**src/rtl/dssfb_pkg.sv**
```systemverilog
// Shared types, constants and functions of the decimal seven-segment frame builder.
// No dependencies; every module of the block imports it.
package dssfb_pkg;

    localparam int DIGITS  = 5;
    localparam int VALUE_W = 17;
    localparam int BYTE_W  = 8;

    localparam int DIG_CNT_W = (DIGITS > 1) ? $clog2(DIGITS) : 1;
    localparam int FRAME_LEN = DIGITS + 5;
    localparam int IDX_W     = $clog2(FRAME_LEN);

    function automatic longint pow10(input int n);
        longint p;
        p = 1;
        for (int k = 0; k < n; k++) begin
            p = p * 10;
        end
        return p;
    endfunction

    // Largest value shown; anything above saturates to it.
    localparam longint MAX_SHOWN_L = pow10(DIGITS) - 1;
    localparam logic [31:0] MAX_SHOWN = MAX_SHOWN_L[31:0];

    // Divide by ten: q = (x * RECIP_10) >> RECIP_SH, exact for x below 2^18.
    localparam int RECIP_W  = 18;
    localparam int RECIP_SH = 21;
    localparam logic [RECIP_W-1:0] RECIP_10 = RECIP_W'(209716);

    localparam logic [BYTE_W-1:0] CMD_ADDRESS = 8'h08;
    localparam logic [BYTE_W-1:0] CMD_DISPLAY = 8'h18;
    localparam logic [BYTE_W-1:0] CMD_OFF     = 8'h00;
    localparam logic [BYTE_W-1:0] SEG_BLANK   = 8'h00;
    localparam logic [BYTE_W-1:0] CTRL_RESET  = 8'd30;

    // Positions of the address byte and of the bytes after the segment codes.
    localparam logic [IDX_W-1:0] IDX_ADDRESS = IDX_W'(0);
    localparam logic [IDX_W-1:0] IDX_DISP_A  = IDX_W'(DIGITS + 1);
    localparam logic [IDX_W-1:0] IDX_OFF     = IDX_W'(DIGITS + 2);
    localparam logic [IDX_W-1:0] IDX_DISP_B  = IDX_W'(DIGITS + 3);
    localparam logic [IDX_W-1:0] IDX_LAST    = IDX_W'(DIGITS + 4);

    typedef enum logic [1:0] {
        FE_IDLE,
        FE_CONV,
        FE_PUSH
    } t_fe_state;

    // Segment codes of one value, units digit at position 0.
    typedef struct packed {
        logic [DIGITS-1:0][BYTE_W-1:0] seg;
    } t_frame;

    typedef struct packed {
        logic full;
        logic empty;
    } t_q_stat;

    function automatic logic [BYTE_W-1:0] seg_code(input logic [3:0] d);
        logic [BYTE_W-1:0] c;
        case (d)
            4'd0:    c = 8'h3f;
            4'd1:    c = 8'h06;
            4'd2:    c = 8'h9b;
            4'd3:    c = 8'h8f;
            4'd4:    c = 8'ha6;
            4'd5:    c = 8'had;
            4'd6:    c = 8'hbd;
            4'd7:    c = 8'h07;
            4'd8:    c = 8'hbf;
            4'd9:    c = 8'haf;
            default: c = SEG_BLANK;
        endcase
        return c;
    endfunction

endpackage

```
**src/rtl/dssfb_front.sv**
```systemverilog
// Front end: takes values, saturates them and converts to segment codes one digit a cycle.
// Depends on dssfb_pkg; pushes finished frames into dssfb_queue.
module dssfb_front import dssfb_pkg::*; (
    input  logic               i_clk,
    input  logic               i_rst_n,
    input  logic               i_valid,
    output logic               o_stall,
    input  logic [VALUE_W-1:0] i_value,
    output logic               o_push,
    output t_frame             o_frame,
    input  t_q_stat            i_q_stat
);

    localparam int PROD_W = VALUE_W + RECIP_W;

    t_fe_state r_state, n_state;
    logic [DIG_CNT_W-1:0] r_cnt, n_cnt;
    logic [VALUE_W-1:0]   r_tmp;
    t_frame               r_frame;

    logic               w_accept;
    logic               w_pushed;
    logic [VALUE_W-1:0] w_sat;
    logic [PROD_W-1:0]  w_prod;
    logic [VALUE_W-1:0] w_quot;
    logic [VALUE_W-1:0] w_rem;
    logic [BYTE_W-1:0]  w_code;

    assign w_pushed = (r_state == FE_PUSH) && !i_q_stat.full;
    assign o_stall  = !((r_state == FE_IDLE) || w_pushed);
    assign w_accept = i_valid && !o_stall;
    assign o_push   = (r_state == FE_PUSH);
    assign o_frame  = r_frame;

    assign w_sat  = (32'(i_value) > MAX_SHOWN) ? MAX_SHOWN[VALUE_W-1:0] : i_value;
    assign w_prod = PROD_W'(r_tmp) * PROD_W'(RECIP_10);
    assign w_quot = VALUE_W'(w_prod[PROD_W-1:RECIP_SH]);
    assign w_rem  = r_tmp - ((w_quot << 3) + (w_quot << 1));
    // Blank a position once no higher-order value remains, except the units digit.
    assign w_code = ((r_cnt != '0) && (r_tmp == '0)) ? SEG_BLANK : seg_code(w_rem[3:0]);

    always_ff @(posedge i_clk) begin
        if (!i_rst_n) begin
            r_state <= FE_IDLE;
            r_cnt   <= '0;
        end else begin
            r_state <= n_state;
            r_cnt   <= n_cnt;
        end
    end

    always_ff @(posedge i_clk) begin
        if (w_accept) begin
            r_tmp <= w_sat;
        end else if (r_state == FE_CONV) begin
            r_tmp <= w_quot;
        end
        if (r_state == FE_CONV) begin
            r_frame.seg[r_cnt] <= w_code;
        end
    end

    always_comb begin
        n_state = r_state;
        n_cnt   = r_cnt;
        case (r_state)
            FE_IDLE: begin
                if (w_accept) begin
                    n_state = FE_CONV;
                    n_cnt   = '0;
                end
            end
            FE_CONV: begin
                if (r_cnt == DIG_CNT_W'(DIGITS - 1)) begin
                    n_state = FE_PUSH;
                end else begin
                    n_cnt = r_cnt + 1'b1;
                end
            end
            FE_PUSH: begin
                if (w_accept) begin
                    n_state = FE_CONV;
                    n_cnt   = '0;
                end else if (w_pushed) begin
                    n_state = FE_IDLE;
                end
            end
            default: begin
                n_state = FE_IDLE;
            end
        endcase
    end

endmodule

```
**src/rtl/dssfb_queue.sv**
```systemverilog
// Two-entry frame queue between the converter and the byte sequencer.
// Depends on dssfb_pkg for the frame and status types.
module dssfb_queue import dssfb_pkg::*; (
    input  logic    i_clk,
    input  logic    i_rst_n,
    input  logic    i_push,
    input  t_frame  i_frame,
    input  logic    i_pop,
    output t_frame  o_frame,
    output t_q_stat o_stat
);

    t_frame     r_mem [2];
    logic       r_wr_ptr;
    logic       r_rd_ptr;
    logic [1:0] r_count;

    logic w_wr;
    logic w_rd;

    assign o_stat.full  = (r_count == 2'd2);
    assign o_stat.empty = (r_count == 2'd0);
    assign w_wr    = i_push && !o_stat.full;
    assign w_rd    = i_pop && !o_stat.empty;
    assign o_frame = r_mem[r_rd_ptr];

    always_ff @(posedge i_clk) begin
        if (!i_rst_n) begin
            r_wr_ptr <= 1'b0;
            r_rd_ptr <= 1'b0;
            r_count  <= 2'd0;
        end else begin
            if (w_wr) begin
                r_wr_ptr <= !r_wr_ptr;
            end
            if (w_rd) begin
                r_rd_ptr <= !r_rd_ptr;
            end
            r_count <= r_count + {1'b0, w_wr} - {1'b0, w_rd};
        end
    end

    always_ff @(posedge i_clk) begin
        if (w_wr) begin
            r_mem[r_wr_ptr] <= i_frame;
        end
    end

endmodule

```
**src/rtl/dssfb_back.sv**
```systemverilog
// Back end: walks the queued frame and drives one byte per beat through an output register.
// Depends on dssfb_pkg; reads frames from dssfb_queue.
module dssfb_back import dssfb_pkg::*; (
    input  logic              i_clk,
    input  logic              i_rst_n,
    input  t_frame            i_frame,
    input  t_q_stat           i_q_stat,
    output logic              o_pop,
    input  logic [BYTE_W-1:0] i_display_control,
    output logic              o_valid,
    input  logic              i_stall,
    output logic [BYTE_W-1:0] o_tx_byte,
    output logic              o_last
);

    logic [IDX_W-1:0]  r_idx, n_idx;
    logic              r_valid, n_valid;
    logic [BYTE_W-1:0] r_byte;
    logic              r_last;

    logic              w_advance;
    logic              w_load;
    logic [IDX_W-1:0]  w_seg_pos;
    logic [BYTE_W-1:0] w_byte;

    assign w_advance = !r_valid || !i_stall;
    assign w_load    = w_advance && !i_q_stat.empty;
    assign o_pop     = w_load && (r_idx == IDX_LAST);
    assign w_seg_pos = IDX_W'(DIGITS) - r_idx;

    assign o_valid   = r_valid;
    assign o_tx_byte = r_byte;
    assign o_last    = r_last;

    always_comb begin
        if (r_idx == IDX_ADDRESS) begin
            w_byte = CMD_ADDRESS;
        end else if (r_idx < IDX_DISP_A) begin
            // Most significant digit goes out first.
            w_byte = i_frame.seg[w_seg_pos[DIG_CNT_W-1:0]];
        end else if (r_idx == IDX_DISP_A) begin
            w_byte = CMD_DISPLAY;
        end else if (r_idx == IDX_OFF) begin
            w_byte = CMD_OFF;
        end else if (r_idx == IDX_DISP_B) begin
            w_byte = CMD_DISPLAY;
        end else begin
            w_byte = i_display_control;
        end
    end

    always_comb begin
        n_valid = r_valid;
        n_idx   = r_idx;
        if (w_advance) begin
            n_valid = !i_q_stat.empty;
        end
        if (w_load) begin
            n_idx = (r_idx == IDX_LAST) ? IDX_ADDRESS : r_idx + 1'b1;
        end
    end

    always_ff @(posedge i_clk) begin
        if (!i_rst_n) begin
            r_valid <= 1'b0;
            r_idx   <= IDX_ADDRESS;
        end else begin
            r_valid <= n_valid;
            r_idx   <= n_idx;
        end
    end

    always_ff @(posedge i_clk) begin
        if (w_load) begin
            r_byte <= w_byte;
            r_last <= (r_idx == IDX_LAST);
        end
    end

endmodule

```
**src/rtl/decimal_seven_segment_frame_builder.sv**
```systemverilog
// Top level of the decimal seven-segment frame builder.
// Depends on dssfb_pkg, dssfb_front, dssfb_queue and dssfb_back.
//
// Usage:
//   Input channel (i_valid / o_stall / i_value): one beat carries a binary value.
//   Values above 10^DIGITS - 1 saturate to that maximum.
//   Output channel (o_valid / i_stall / o_tx_byte / o_last): each value becomes
//   DIGITS + 5 beats: address command, segment codes (most significant first,
//   leading zeros blanked but the units digit kept), off pair, on pair with the
//   display control byte. o_last marks the final beat.
//   i_display_control_we writes i_display_control into the control register;
//   write it only while no frame is in flight.
// Timing:
//   The converter does one divide-by-ten step per digit, then pushes the frame into
//   the queue once it has room; the byte sequencer reads it from there through its
//   output register and sends one byte per cycle while i_stall is low and the queue
//   holds a frame.
//   A two-frame queue lets the converter run ahead of a stalled receiver; while
//   i_stall is high the current byte holds and the input stalls once the queue fills.
// Reset: clears the queue, both control machines and the output valid; the
//   control register returns to 30.
module decimal_seven_segment_frame_builder import dssfb_pkg::*; (
    input  logic               i_clk,
    input  logic               i_rst_n,
    input  logic               i_valid,
    output logic               o_stall,
    input  logic [VALUE_W-1:0] i_value,
    input  logic               i_display_control_we,
    input  logic [BYTE_W-1:0]  i_display_control,
    output logic               o_valid,
    input  logic               i_stall,
    output logic [BYTE_W-1:0]  o_tx_byte,
    output logic               o_last
);

    logic [BYTE_W-1:0] r_display_control;

    logic    w_push;
    t_frame  w_push_frame;
    logic    w_pop;
    t_frame  w_head_frame;
    t_q_stat w_q_stat;

    always_ff @(posedge i_clk) begin
        if (!i_rst_n) begin
            r_display_control <= CTRL_RESET;
        end else if (i_display_control_we) begin
            r_display_control <= i_display_control;
        end
    end

    dssfb_front u_front (
        .i_clk    (i_clk),
        .i_rst_n  (i_rst_n),
        .i_valid  (i_valid),
        .o_stall  (o_stall),
        .i_value  (i_value),
        .o_push   (w_push),
        .o_frame  (w_push_frame),
        .i_q_stat (w_q_stat)
    );

    dssfb_queue u_queue (
        .i_clk   (i_clk),
        .i_rst_n (i_rst_n),
        .i_push  (w_push),
        .i_frame (w_push_frame),
        .i_pop   (w_pop),
        .o_frame (w_head_frame),
        .o_stat  (w_q_stat)
    );

    dssfb_back u_back (
        .i_clk             (i_clk),
        .i_rst_n           (i_rst_n),
        .i_frame           (w_head_frame),
        .i_q_stat          (w_q_stat),
        .o_pop             (w_pop),
        .i_display_control (r_display_control),
        .o_valid           (o_valid),
        .i_stall           (i_stall),
        .o_tx_byte         (o_tx_byte),
        .o_last            (o_last)
    );

endmodule

```
**config.mk**
```make
export PLATFORM = sky130hd
export DESIGN_NAME = decimal_seven_segment_frame_builder
export DESIGN_NICKNAME = d
export VERILOG_FILES = /design/src/rtl/dssfb_pkg.sv /design/src/rtl/dssfb_front.sv /design/src/rtl/dssfb_queue.sv /design/src/rtl/dssfb_back.sv /design/src/rtl/decimal_seven_segment_frame_builder.sv
export SDC_FILE = /design/constraint.sdc
export NUM_CORES = 1
export LEC_CHECK = 0
export BUFFER_PORTS_ARGS = -buffer_cell sky130_fd_sc_hd__buf_4
export CELL_PAD_IN_SITES_DETAIL_PLACEMENT = 1
export CELL_PAD_IN_SITES_GLOBAL_PLACEMENT = 1
export CORE_ASPECT_RATIO = 0.5
export CORE_UTILIZATION = 34
export DETAILED_ROUTE_END_ITERATION = 6
export PLACE_DENSITY = 0.67
export SKIP_LAST_GASP = 1
export SLEW_MARGIN = 30
export SYNTH_ARGS = -nofsm -noshare
export SYNTH_HDL_FRONTEND = slang
export SYNTH_SLANG_ARGS = --single-unit
```
**constraint.sdc**
```tcl
create_clock -name i_clk -period 13.6 [get_ports i_clk]
set_input_delay 1.36 -clock i_clk [delete_from_list [all_inputs] [get_ports i_clk]]
set_output_delay 1.36 -clock i_clk [all_outputs]
set_load 0.03 [all_outputs]
```
==> metrics.md, run 1 <==
| Metric | Value |
|---|---|
| GRT Overall Usage | 17.2% |
| Relative slew slack | 36.7% |
| Post-CTS sizing | 0 |
| Crit path max fanout | 7 |
| Simple-Gate Fraction of Synth Area | 7.68% |
| Cell taking the most area after synthesis | edfxtp_1 |
| Die W | 262 um |
| Synth async-reset ratio | 0% |
| Run status | finished clean |
| Cells after Synth | 998 |
| DRC | 0 |
| Post-CTS Setup Bufs | 0 |
| CP arrival | 8050 ps |
| Worst-Skew Late Latency | 420 ps |
| Vias | 7421 |
| # rows | 47 |
| CTS root buffer | clkbuf_16 |
| Total global routing overflow | 0 |
| Top-area cell type share of the netlist area | 34.3% |
| Initial Utilization | 34.6% |
| Netlist cell types | 59 |
| Final core utilization | 39.0% |
| Worst-Margin Slew | 948 ps |
| CTS tree | yes |
| Net count after synthesis | 1270 |
| CP endpoint kind | flip-flop |
| Post-synthesis sequential area ratio | 38.3% |
| Mux share of post-synthesis cell area | 4.44% |
| Vias in the first global route | 8243 |
| Clock skew | 12.9 ps |
| I/O pin total | 41 |
| Delay-heaviest family, CP | adder cells |
| Tcrit/Tclk final | 58.0% |
| CP startpoint kind | flip-flop |
| Number of synthesized flops with an enable pin | 131 |
| Die height | 132 um |
| Min-Delay Path Class | reg -> reg |
| Ant diodes | 0 |
| CP Cell Sequence | ha_1 > inv_1 > fa_1 > inv_1 > fa_1 > fa_1 > fa_1 > inv_1 > fa_1 > inv_1 > ha_1 > nand4_1 > a31oi_1 > o21ai_0 > o21a_1 > ha_1 > xnor2_1 > nor2_1 > nand2_1 > nor3_1 > a2111oi_4 > nand3_2 > a21o_1 > a21oi_1 |
| CP Data Required Time | 13760 ps |
| Number of port buffers | 40 |
| Clk slew on worst S/H paths | 70 ps |
| Ys flop type | edfxtp_1 |
| Top cells by area, synth | edfxtp_1 (34%), ha_1 (17%), fa_1 (15%) |
| Initial drt markers | 336 |
| Main combinational cell family by area after synthesis | adder cells |
| Total negative slack | 0 ps |
| Maxcap violations | 0 |
| Clock Sinks | 154 |
| Number of buffers created by CTS | 17 |
| Hold buffer count at cts | 0 |
| Synthesized area per cell | 11.5 um2 |
| Compound-Gate Fraction of Synth Area | 7.98% |
| Critical path class | reg -> reg |
| Slowest stage cell, crit path | edfxtp_1 |
| Layout cells sized above 1 | 10.2% |
| Final min period | 7890 ps |
| WL final | 28300 um |
| Final hold vios | 0 |
| Fin. max-slew vios | 0 |
| WP buf/inv | 4 |
| Most common cell on crit path | fa_1 |
| H-tree depth | 4 |
| First-pass GRT wire length | 45100 um |
| Initial antenna violation count | 0 |
| Die area | 0.0345 mm2 |
| Clk buf depth | 2 |
| GPL Wtd Cong | 0.881 |
| Ys Warns | 0 |
| Drt first pass iters | 4 |
| Dpl hpwl | 23100 um |
| Core area | 0.0331 mm2 |
| Wire length per cell | 18.8 um |
| Drt via density | 4.93 |
| Post-Synth Adder-Cell Area | 32.1% |
| Largest net degree at the start of global routing | 36 |
| RSZ-0062 raised after global routing | no |
| Flops & latches, synth | 154 |
| Slowest Stage Delay on Critical Path | 580 ps |
| Routed Antenna Nets | 0 |
| Syn-to-layout area delta | 12.5% |
| Setup violations, final | 0 |
| Fmax | 127 MHz |
| # nets final | 1322 |
| Synth Area in XOR/XNOR | 2.22% |
| Fillers | 3599 |
| Post-Syn Area | 0.0115 mm2 |
-- final cells by class --
| type | instances | area, um2 | area share (%) |
|---|---|---|---|
| Sequential cell | 154 | 4400 | 34.1 |
| Tap cell | 441 | 552 | 4.28 |
| Clock buffer | 18 | 429 | 3.33 |
| Inverter | 204 | 766 | 5.94 |
| Clock inverter | 14 | 135 | 1.05 |
| Multi-Input combinational cell | 624 | 6250 | 48.5 |
| Timing Repair Buffer | 49 | 368 | 2.85 |
-- kinds of logic (layout without fill, tap and decap cells) --
family,after synthesis,count (layout)
adders and majority gates,242,242
xor gates and xnor gates,29,29
DFF,154,154
and+or+nand+nor,183,183
AOI/OAI and AO/OA,137,137
buffers and inverters,220,285
muxes,33,33
-- per-layer routing --
layer	wire [um]	track usage, %	vias to the layer above
li1	-	-	3511
met3	792	1.85	27
met2	14200	30.1	117
met1	12900	22.4	3766
met5	0	0	-
met4	448	4.81	0
-- synth_stat cells, drive strengths merged (15+ instances only) --
library cell  instances
nand2                57
o21ai                33
inv                 203
fa                   87
xnor2                16
nand3                16
nor2                 45
ha                  155
a21oi                46
dfxtp                23
mux2i                16
edfxtp              131
a21o                 15
-- path summary, 6_finish.rpt --
path	from	endpoint	slack [ps]	cells after the start
hold / removal	u_front.o_frame[7]	u_queue.r_mem[1][7]	440	0
hold reg to reg	u_front.o_frame[7]	u_queue.r_mem[1][7]	440	0
setup / recovery	u_front.r_tmp[7]	u_front.o_frame[35]	5710	24
setup reg to reg	u_front.r_tmp[7]	u_front.o_frame[35]	5710	24
-- stage by stage --
step / area [um2] / setup slack [ps] / std cells / hold WS, ps
floorplan: 11500 / 6980 / 998 / 421
global route: 12900 / 5450 / 1504 / 458
CTS: 12900 / 5780 / 1504 / 446
detailed placement: 12300 / 5850 / 1472 / 431
global placement: 12300 / 6050 / 1472 / 424
finish: 12900 / 5710 / 1504 / 444
-- flip-flops by register name, summed over array words and instances (netlist names), named ones only --
signal and flops:
u_queue.r_wr_ptr 1, u_front.r_cnt 3, u_front.o_frame 35, u_front.r_tmp 17
u_back.o_valid 1, u_back.r_idx 4, r_display_control 8, u_queue.r_rd_ptr 1
u_front.r_state 2, u_queue.r_mem 70, u_back.o_last 1, u_queue.r_count 2
u_back.o_tx_byte 8
-- cells in the final DEF (no fill, tap or decap), types with 22 or more instances in the layout --
cell type    n
ha_1       155
buf_4       49
inv_1      203
dfxtp_1     22
a21oi_1     43
nor2_1      45
o21ai_0     29
edfxtp_1   131
nand2_1     57
fa_1        87
Power of run 1 is left out: the tool's default activity adds up to more than one toggle a clock period on the data nets, which glitch-free logic cannot reach.
==> run 2: changes to the inputs <==
==> constraint.sdc (replaced) <==
create_clock -name i_clk -period 7.3 [get_ports i_clk]
set_input_delay 0.73 -clock i_clk [delete_from_list [all_inputs] [get_ports i_clk]]
set_output_delay 0.73 -clock i_clk [all_outputs]
set_load 0.03 [all_outputs]
==> run 2 against run 1 <==
  * Sequential share of layout area decreased by 1.1 points
  * Cell area increased by 3.4%
  * First-iteration DRC count increased by 8.3%
  * Fmax increased by 10%
  * Worst hold slack got worse by 9.9 ps
  * Worst setup slack got worse by 5600 ps
  * Routed wire length increased by 4.1%
  * Clock skew increased by 10 ps
  * Count of clock-buffer cells in the layout unchanged
  * Critical endpoint is now u_front.o_frame[16]
  * Highest routed layer unchanged
==> metrics.md, run 2 (synthesis results as in run 1) <==
| Metric | Value |
|---|---|
| Layout cells sized above 1 | 15.7% (+5.5 points) |
| Critical path class | reg -> reg |
| Fin. max-slew vios | 0 (unchanged) |
| Crit path max fanout | 7 (unchanged) |
| H-tree depth | 4 (unchanged) |
| Maxcap violations | 0 (unchanged) |
| CP startpoint kind | flip-flop |
| Relative slew slack | 37.2% (+0.55 points) |
| Vias | 7590 (+2.3%) |
| # rows | 47 (unchanged) |
| Final hold vios | 0 (unchanged) |
| First-pass GRT wire length | 46400 um (+3.1%) |
| Tcrit/Tclk final | 97.9% (+40 points) |
| Fmax | 140 MHz (+10%) |
| Largest net degree at the start of global routing | 36 (unchanged) |
| Biggest register | u_queue.r_mem |
| Clock skew | 23.4 ps (+10.5 ps) |
| Die W | 262 um (unchanged) |
| Drt first pass iters | 4 (unchanged) |
| WL final | 29500 um (+4.1%) |
| Wire length per cell | 19.2 um (+1.8%) |
| Setup violations, final | 0 (unchanged) |
| Total global routing overflow | 0 (unchanged) |
| GPL Wtd Cong | 0.886 (+0.62%) |
| CTS tree | yes |
| Run status | finished clean |
| CP arrival | 7310 ps (-740 ps) |
| Number of buffers created by CTS | 17 (unchanged) |
| CP Data Required Time | 7460 ps (-6300 ps) |
| Ant diodes | 0 (unchanged) |
| CTS root buffer | clkbuf_16 |
| Syn-to-layout area delta | 16.4% |
| Place WS | -323 ps (-6180 ps) |
| Vias in the first global route | 8427 (+2.2%) |
| Number of port buffers | 40 (unchanged) |
| Total negative slack | 0 ps (unchanged) |
| Hold buffer count at cts | 0 (unchanged) |
| GRT Overall Usage | 17.7% (+0.53 points) |
| Worst-Margin Slew | 939 ps (-8.19 ps) |
| Final core utilization | 40.3% (+1.3 points) |
| Initial Utilization | 34.6% (unchanged) |
| Multi-input gate area | 0.00645 mm2 (+3.2%) |
| Clock Sinks | 154 (unchanged) |
| Cells after DPL | 1489 (+1.2%) |
| I/O pin total | 41 (unchanged) |
| Drt via density | 4.94 (about the same) |
| Die area | 0.0345 mm2 (unchanged) |
| Fillers | 3530 (-1.9%) |
| # nets final | 1355 (+2.5%) |
| Routed Antenna Nets | 0 (unchanged) |
| Post-Layout Cell Count | 1537 (+2.2%) |
| Min-Delay Path Class | reg -> reg |
| Reg area | 0.00439 mm2 (about the same) |
| Worst-Skew Late Latency | 430 ps (about the same) |
| Number of flip-flops in the largest register | 70 (unchanged) |
| Initial drt markers | 364 (+8.3%) |
| CP endpoint kind | flip-flop |
| Initial antenna violation count | 0 (unchanged) |
| Final min period | 7150 ps (-741 ps) |
| Most frequent cells in the layout | inv_1 (202), ha_1 (148), edfxtp_1 (131), fa_1 (87), buf_4 (82) |
| DRC | 0 (unchanged) |
| Commonest non-fill, non-tap cell in the layout | inv_1 |
| Clk slew on worst S/H paths | 80 ps (about the same) |
| Core area | 0.0331 mm2 (unchanged) |
| PnR worst setup slack | 152 ps (-5560 ps) |
| Clk buf depth | 2 (unchanged) |
| Dpl hpwl | 23600 um (+2.2%) |
| Die height | 132 um (unchanged) |
run 2: cell types whose count changed in the layout (fill, tap and decap cells not counted), moves of 3 or more:
cell,change
clkinv_2,+4
ha_4,+5
nor3_2,+4
ha_1,-7
a21oi_1,-6
inv_8,-3
buf_4,+33
a21oi_2,+4
clkinv_1,-3
nor3_1,-4
run 2: per-layer routing:
layer	global-route usage (%)	up-vias	routed length, um
met4	5.10	0	574
met5	0	-	0
met1	23.4	3857	13200
li1	-	3568	-
met2	30.3	126	14600
met3	2.31	39	1130
run 2: per-stage QoR:
step / area [um2] / hold slack (ps)
after floorplan: 11500 / 421
after global placement: 12500 / 424
after detailed placement: 12500 / 431
after CTS: 13100 / 438
after global routing: 13300 / 446
final: 13300 / 434
run 2: path summary, 6_finish.rpt:
| path | start | cells after the start | slack [ps] | to |
|---|---|---|---|---|
| min reg2reg | u_front.o_frame[16] | 0 | 430 | u_queue.r_mem[1][16] |
| min | u_front.o_frame[16] | 0 | 430 | u_queue.r_mem[1][16] |
| max reg2reg | u_front.r_tmp[3] | 27 | 150 | u_front.o_frame[16] |
| max | u_front.r_tmp[3] | 27 | 150 | u_front.o_frame[16] |
run 2: what timing repair did:
| item | CTS | global route |
|---|---|---|
| pin swaps | 2 | 9 |
| buffers inserted | 6 | 10 |
| gates resized for setup | 8 | 30 |
| endpoints found under the hold margin | 0 | 0 |
| endpoints found under the setup margin | 35 | 35 |
run 2: layout make-up:
| class | instances | share of cell area [%] |
|---|---|---|
| well taps | 441 | 4.14 |
| inverters | 204 | 5.74 |
| flip-flops and latches | 154 | 33.0 |
| repair buffers | 82 | 4.62 |
| clock buffers | 18 | 3.22 |
| multi-input cells | 624 | 48.4 |
| clock inverters | 14 | 0.938 |
run 2: worst max-delay path, stage by stage (launching register included):
cell	delay, ps
edfxtp_1	490
buf_4	190
ha_1	290
inv_1	60
fa_1	530
inv_1	70
fa_1	510
fa_1	530
fa_1	550
inv_1	60
fa_1	530
inv_1	80
ha_4	310
nand2_1	110
nor2_2	190
nand4_1	150
o21ai_2	180
o21a_1	210
ha_4	190
xor2_2	190
a21oi_1	100
nand3_1	130
nor3_2	70
a2111o_1	430
o21ai_4	260
a21o_4	190
a21oi_1	100
buf_4	160
Power of run 2 is left out for the same reason.
==> run 3: changes to the inputs <==
--- a/config.mk
+++ b/config.mk
@@ -8,7 +8,6 @@
 export BUFFER_PORTS_ARGS = -buffer_cell sky130_fd_sc_hd__buf_4
 export CELL_PAD_IN_SITES_DETAIL_PLACEMENT = 1
 export CELL_PAD_IN_SITES_GLOBAL_PLACEMENT = 1
-export CORE_ASPECT_RATIO = 0.5
 export CORE_UTILIZATION = 34
 export DETAILED_ROUTE_END_ITERATION = 6
 export PLACE_DENSITY = 0.67
==> run 3 against run 2 <==
  * Cell area shrank 0.22%
  * Via count down 1.1%
  * Fmax is 1.1% higher
  * Utilization grew 0.20 points
  * Clock skew is 3.8 ps lower
==> metrics.md, run 3 (synthesis results as in run 1) <==
| Metric | Value |
|---|---|
| I/O pin total | 41 (unchanged) |
| Final hold vios | 0 (unchanged) |
| WP buf/inv | 7 (+1) |
| Core area | 0.0329 mm2 (-0.73%) |
| Multi-input gate area | 0.00636 mm2 (-1.4%) |
| WL final | 29200 um (-0.88%) |
| Commonest non-fill, non-tap cell in the layout | inv_1 |
| PnR worst setup slack | 229 ps (+77.2 ps) |
| DRC | 0 (unchanged) |
| Dpl hpwl | 23300 um (-0.93%) |
| Biggest register | u_queue.r_mem |
| Place WS | -135 ps (+188 ps) |
| Relative slew slack | 41.6% (+4.4 points) |
| First-pass GRT wire length | 45100 um (-2.9%) |
| # nets final | 1357 (+0.15%) |
| Die area | 0.0344 mm2 (-0.13%) |
| Run status | finished clean |
| Clk slew on worst S/H paths | 70 ps (about the same) |
| Crit path max fanout | 5 (-2) |
| Slowest stage cell, crit path | fa_1 |
| CTS root buffer | clkbuf_16 |
| CP startpoint kind | flip-flop |
| Fin. max-slew vios | 0 (unchanged) |
| CTS tree | yes |
| Initial drt markers | 491 (+35%) |
| Setup violations, final | 0 (unchanged) |
| Min-Delay Path Class | reg -> reg |
| # rows | 66 (+40%) |
| Critical path class | reg -> reg |
| Most common cell on crit path | fa_1 |
| Initial Utilization | 34.9% (+0.25 points) |
| Die height | 186 um (+41%) |
| Ant diodes | 0 (unchanged) |
| Vias in the first global route | 7961 (-5.5%) |
| GRT Overall Usage | 17.8% (+0.13 points) |
| Clock skew | 19.6 ps (-3.75 ps) |
| Total global routing overflow | 0 (unchanged) |
| Drt via density | 4.88 (-1.2%) |
| CP arrival | 7250 ps (-60 ps) |
| Clock Sinks | 154 (unchanged) |
| Clk buf depth | 2 (unchanged) |
| Reg area | 0.00439 mm2 (unchanged) |
| Wire length per cell | 19.0 um (-1.1%) |
| Number of port buffers | 40 (unchanged) |
| Number of flip-flops in the largest register | 70 (unchanged) |
| CP Data Required Time | 7480 ps (+20 ps) |
| Hold buffer count at cts | 0 (unchanged) |
| Largest net degree at the start of global routing | 36 (unchanged) |
| Drt first pass iters | 4 (unchanged) |
| Worst-Margin Slew | 867 ps (-72.0 ps) |
| Final min period | 7070 ps (-77.2 ps) |
| Die W | 186 um (-29%) |
| CP endpoint kind | flip-flop |
| GPL Wtd Cong | 0.865 (-2.4%) |
| Slowest Stage Delay on Critical Path | 580 ps (+30 ps) |
| Routed Antenna Nets | 0 (unchanged) |
| H-tree depth | 4 (unchanged) |
| Syn-to-layout area delta | 16.1% |
| Fmax | 141 MHz (+1.1%) |
| Maxcap violations | 0 (unchanged) |
| Worst-Skew Late Latency | 440 ps (about the same) |
| Tcrit/Tclk final | 96.9% (-1.1 points) |
| Most frequent cells in the layout | inv_1 (203), ha_1 (153), edfxtp_1 (131), fa_1 (87), buf_4 (84) |
| Delay-heaviest family, CP | adder cells |
| Layout cells sized above 1 | 14.8% (-0.85 points) |
| Vias | 7510 (-1.1%) |
| Number of buffers created by CTS | 17 (unchanged) |
| Fillers | 3610 (+2.3%) |
| Initial antenna violation count | 0 (unchanged) |
[run 3: changes by cell type in the layout (fill, tap and decap cells not counted), moves of 2 or more]
cell	change
clkbuf_8	+3
inv_6	+2
o21ai_2	-2
ha_4	-4
ha_1	+5
buf_4	+2
clkinv_2	-2
clkinvlp_4	-3
clkinv_4	-2
[run 3: through the flow]
stage / setup TNS [ps] / hold WS, ps / util (%) / area, um2 / cells
detailed placement: -1100 / 432 / 37.8 / 12400 / 1488
CTS: -590 / 446 / 39.7 / 13000 / 1520
finish: 0 / 446 / 40.5 / 13300 / 1540
floorplan: 0 / 421 / - / 11500 / 998
global route: -2180 / 449 / 40.5 / 13300 / 1540
global placement: 0 / 423 / 37.8 / 12400 / 1488
[run 3: worst paths after layout]
path,from,cells past startpoint,end,slack [ps]
max,u_front.r_tmp[9],27,u_front.o_frame[28],230
min,u_front.o_frame[2],0,u_queue.r_mem[1][2],450
min reg2reg,u_front.o_frame[2],0,u_queue.r_mem[1][2],450
max reg2reg,u_front.r_tmp[9],27,u_front.o_frame[28],230
[run 3: what timing repair did]
action | 4_1_cts | 5_1_grt
setup buffers | 0 | 20
gates resized for setup | 3 | 17
pin swaps | 0 | 5
endpoints found under the setup margin | 25 | 35
[run 3: area by class of cell]
cell class                 count  area share [%]
multi-input combinational    624            47.8
sequential                   154            33.0
inverter                     204            5.76
timing repair buffer          84            4.74
tap                          442            4.16
clock buffer                  22            3.72
clock inverter                10           0.781
[run 3: per-layer routing]
metal,global-route usage [%],up-vias,routed length (um)
met4,5.61,0,675
li1,-,3583,-
met5,0,-,0
met3,2.64,32,818
met1,23.1,3798,13400
met2,30.5,97,14300
Power of run 3 is left out for the same reason.
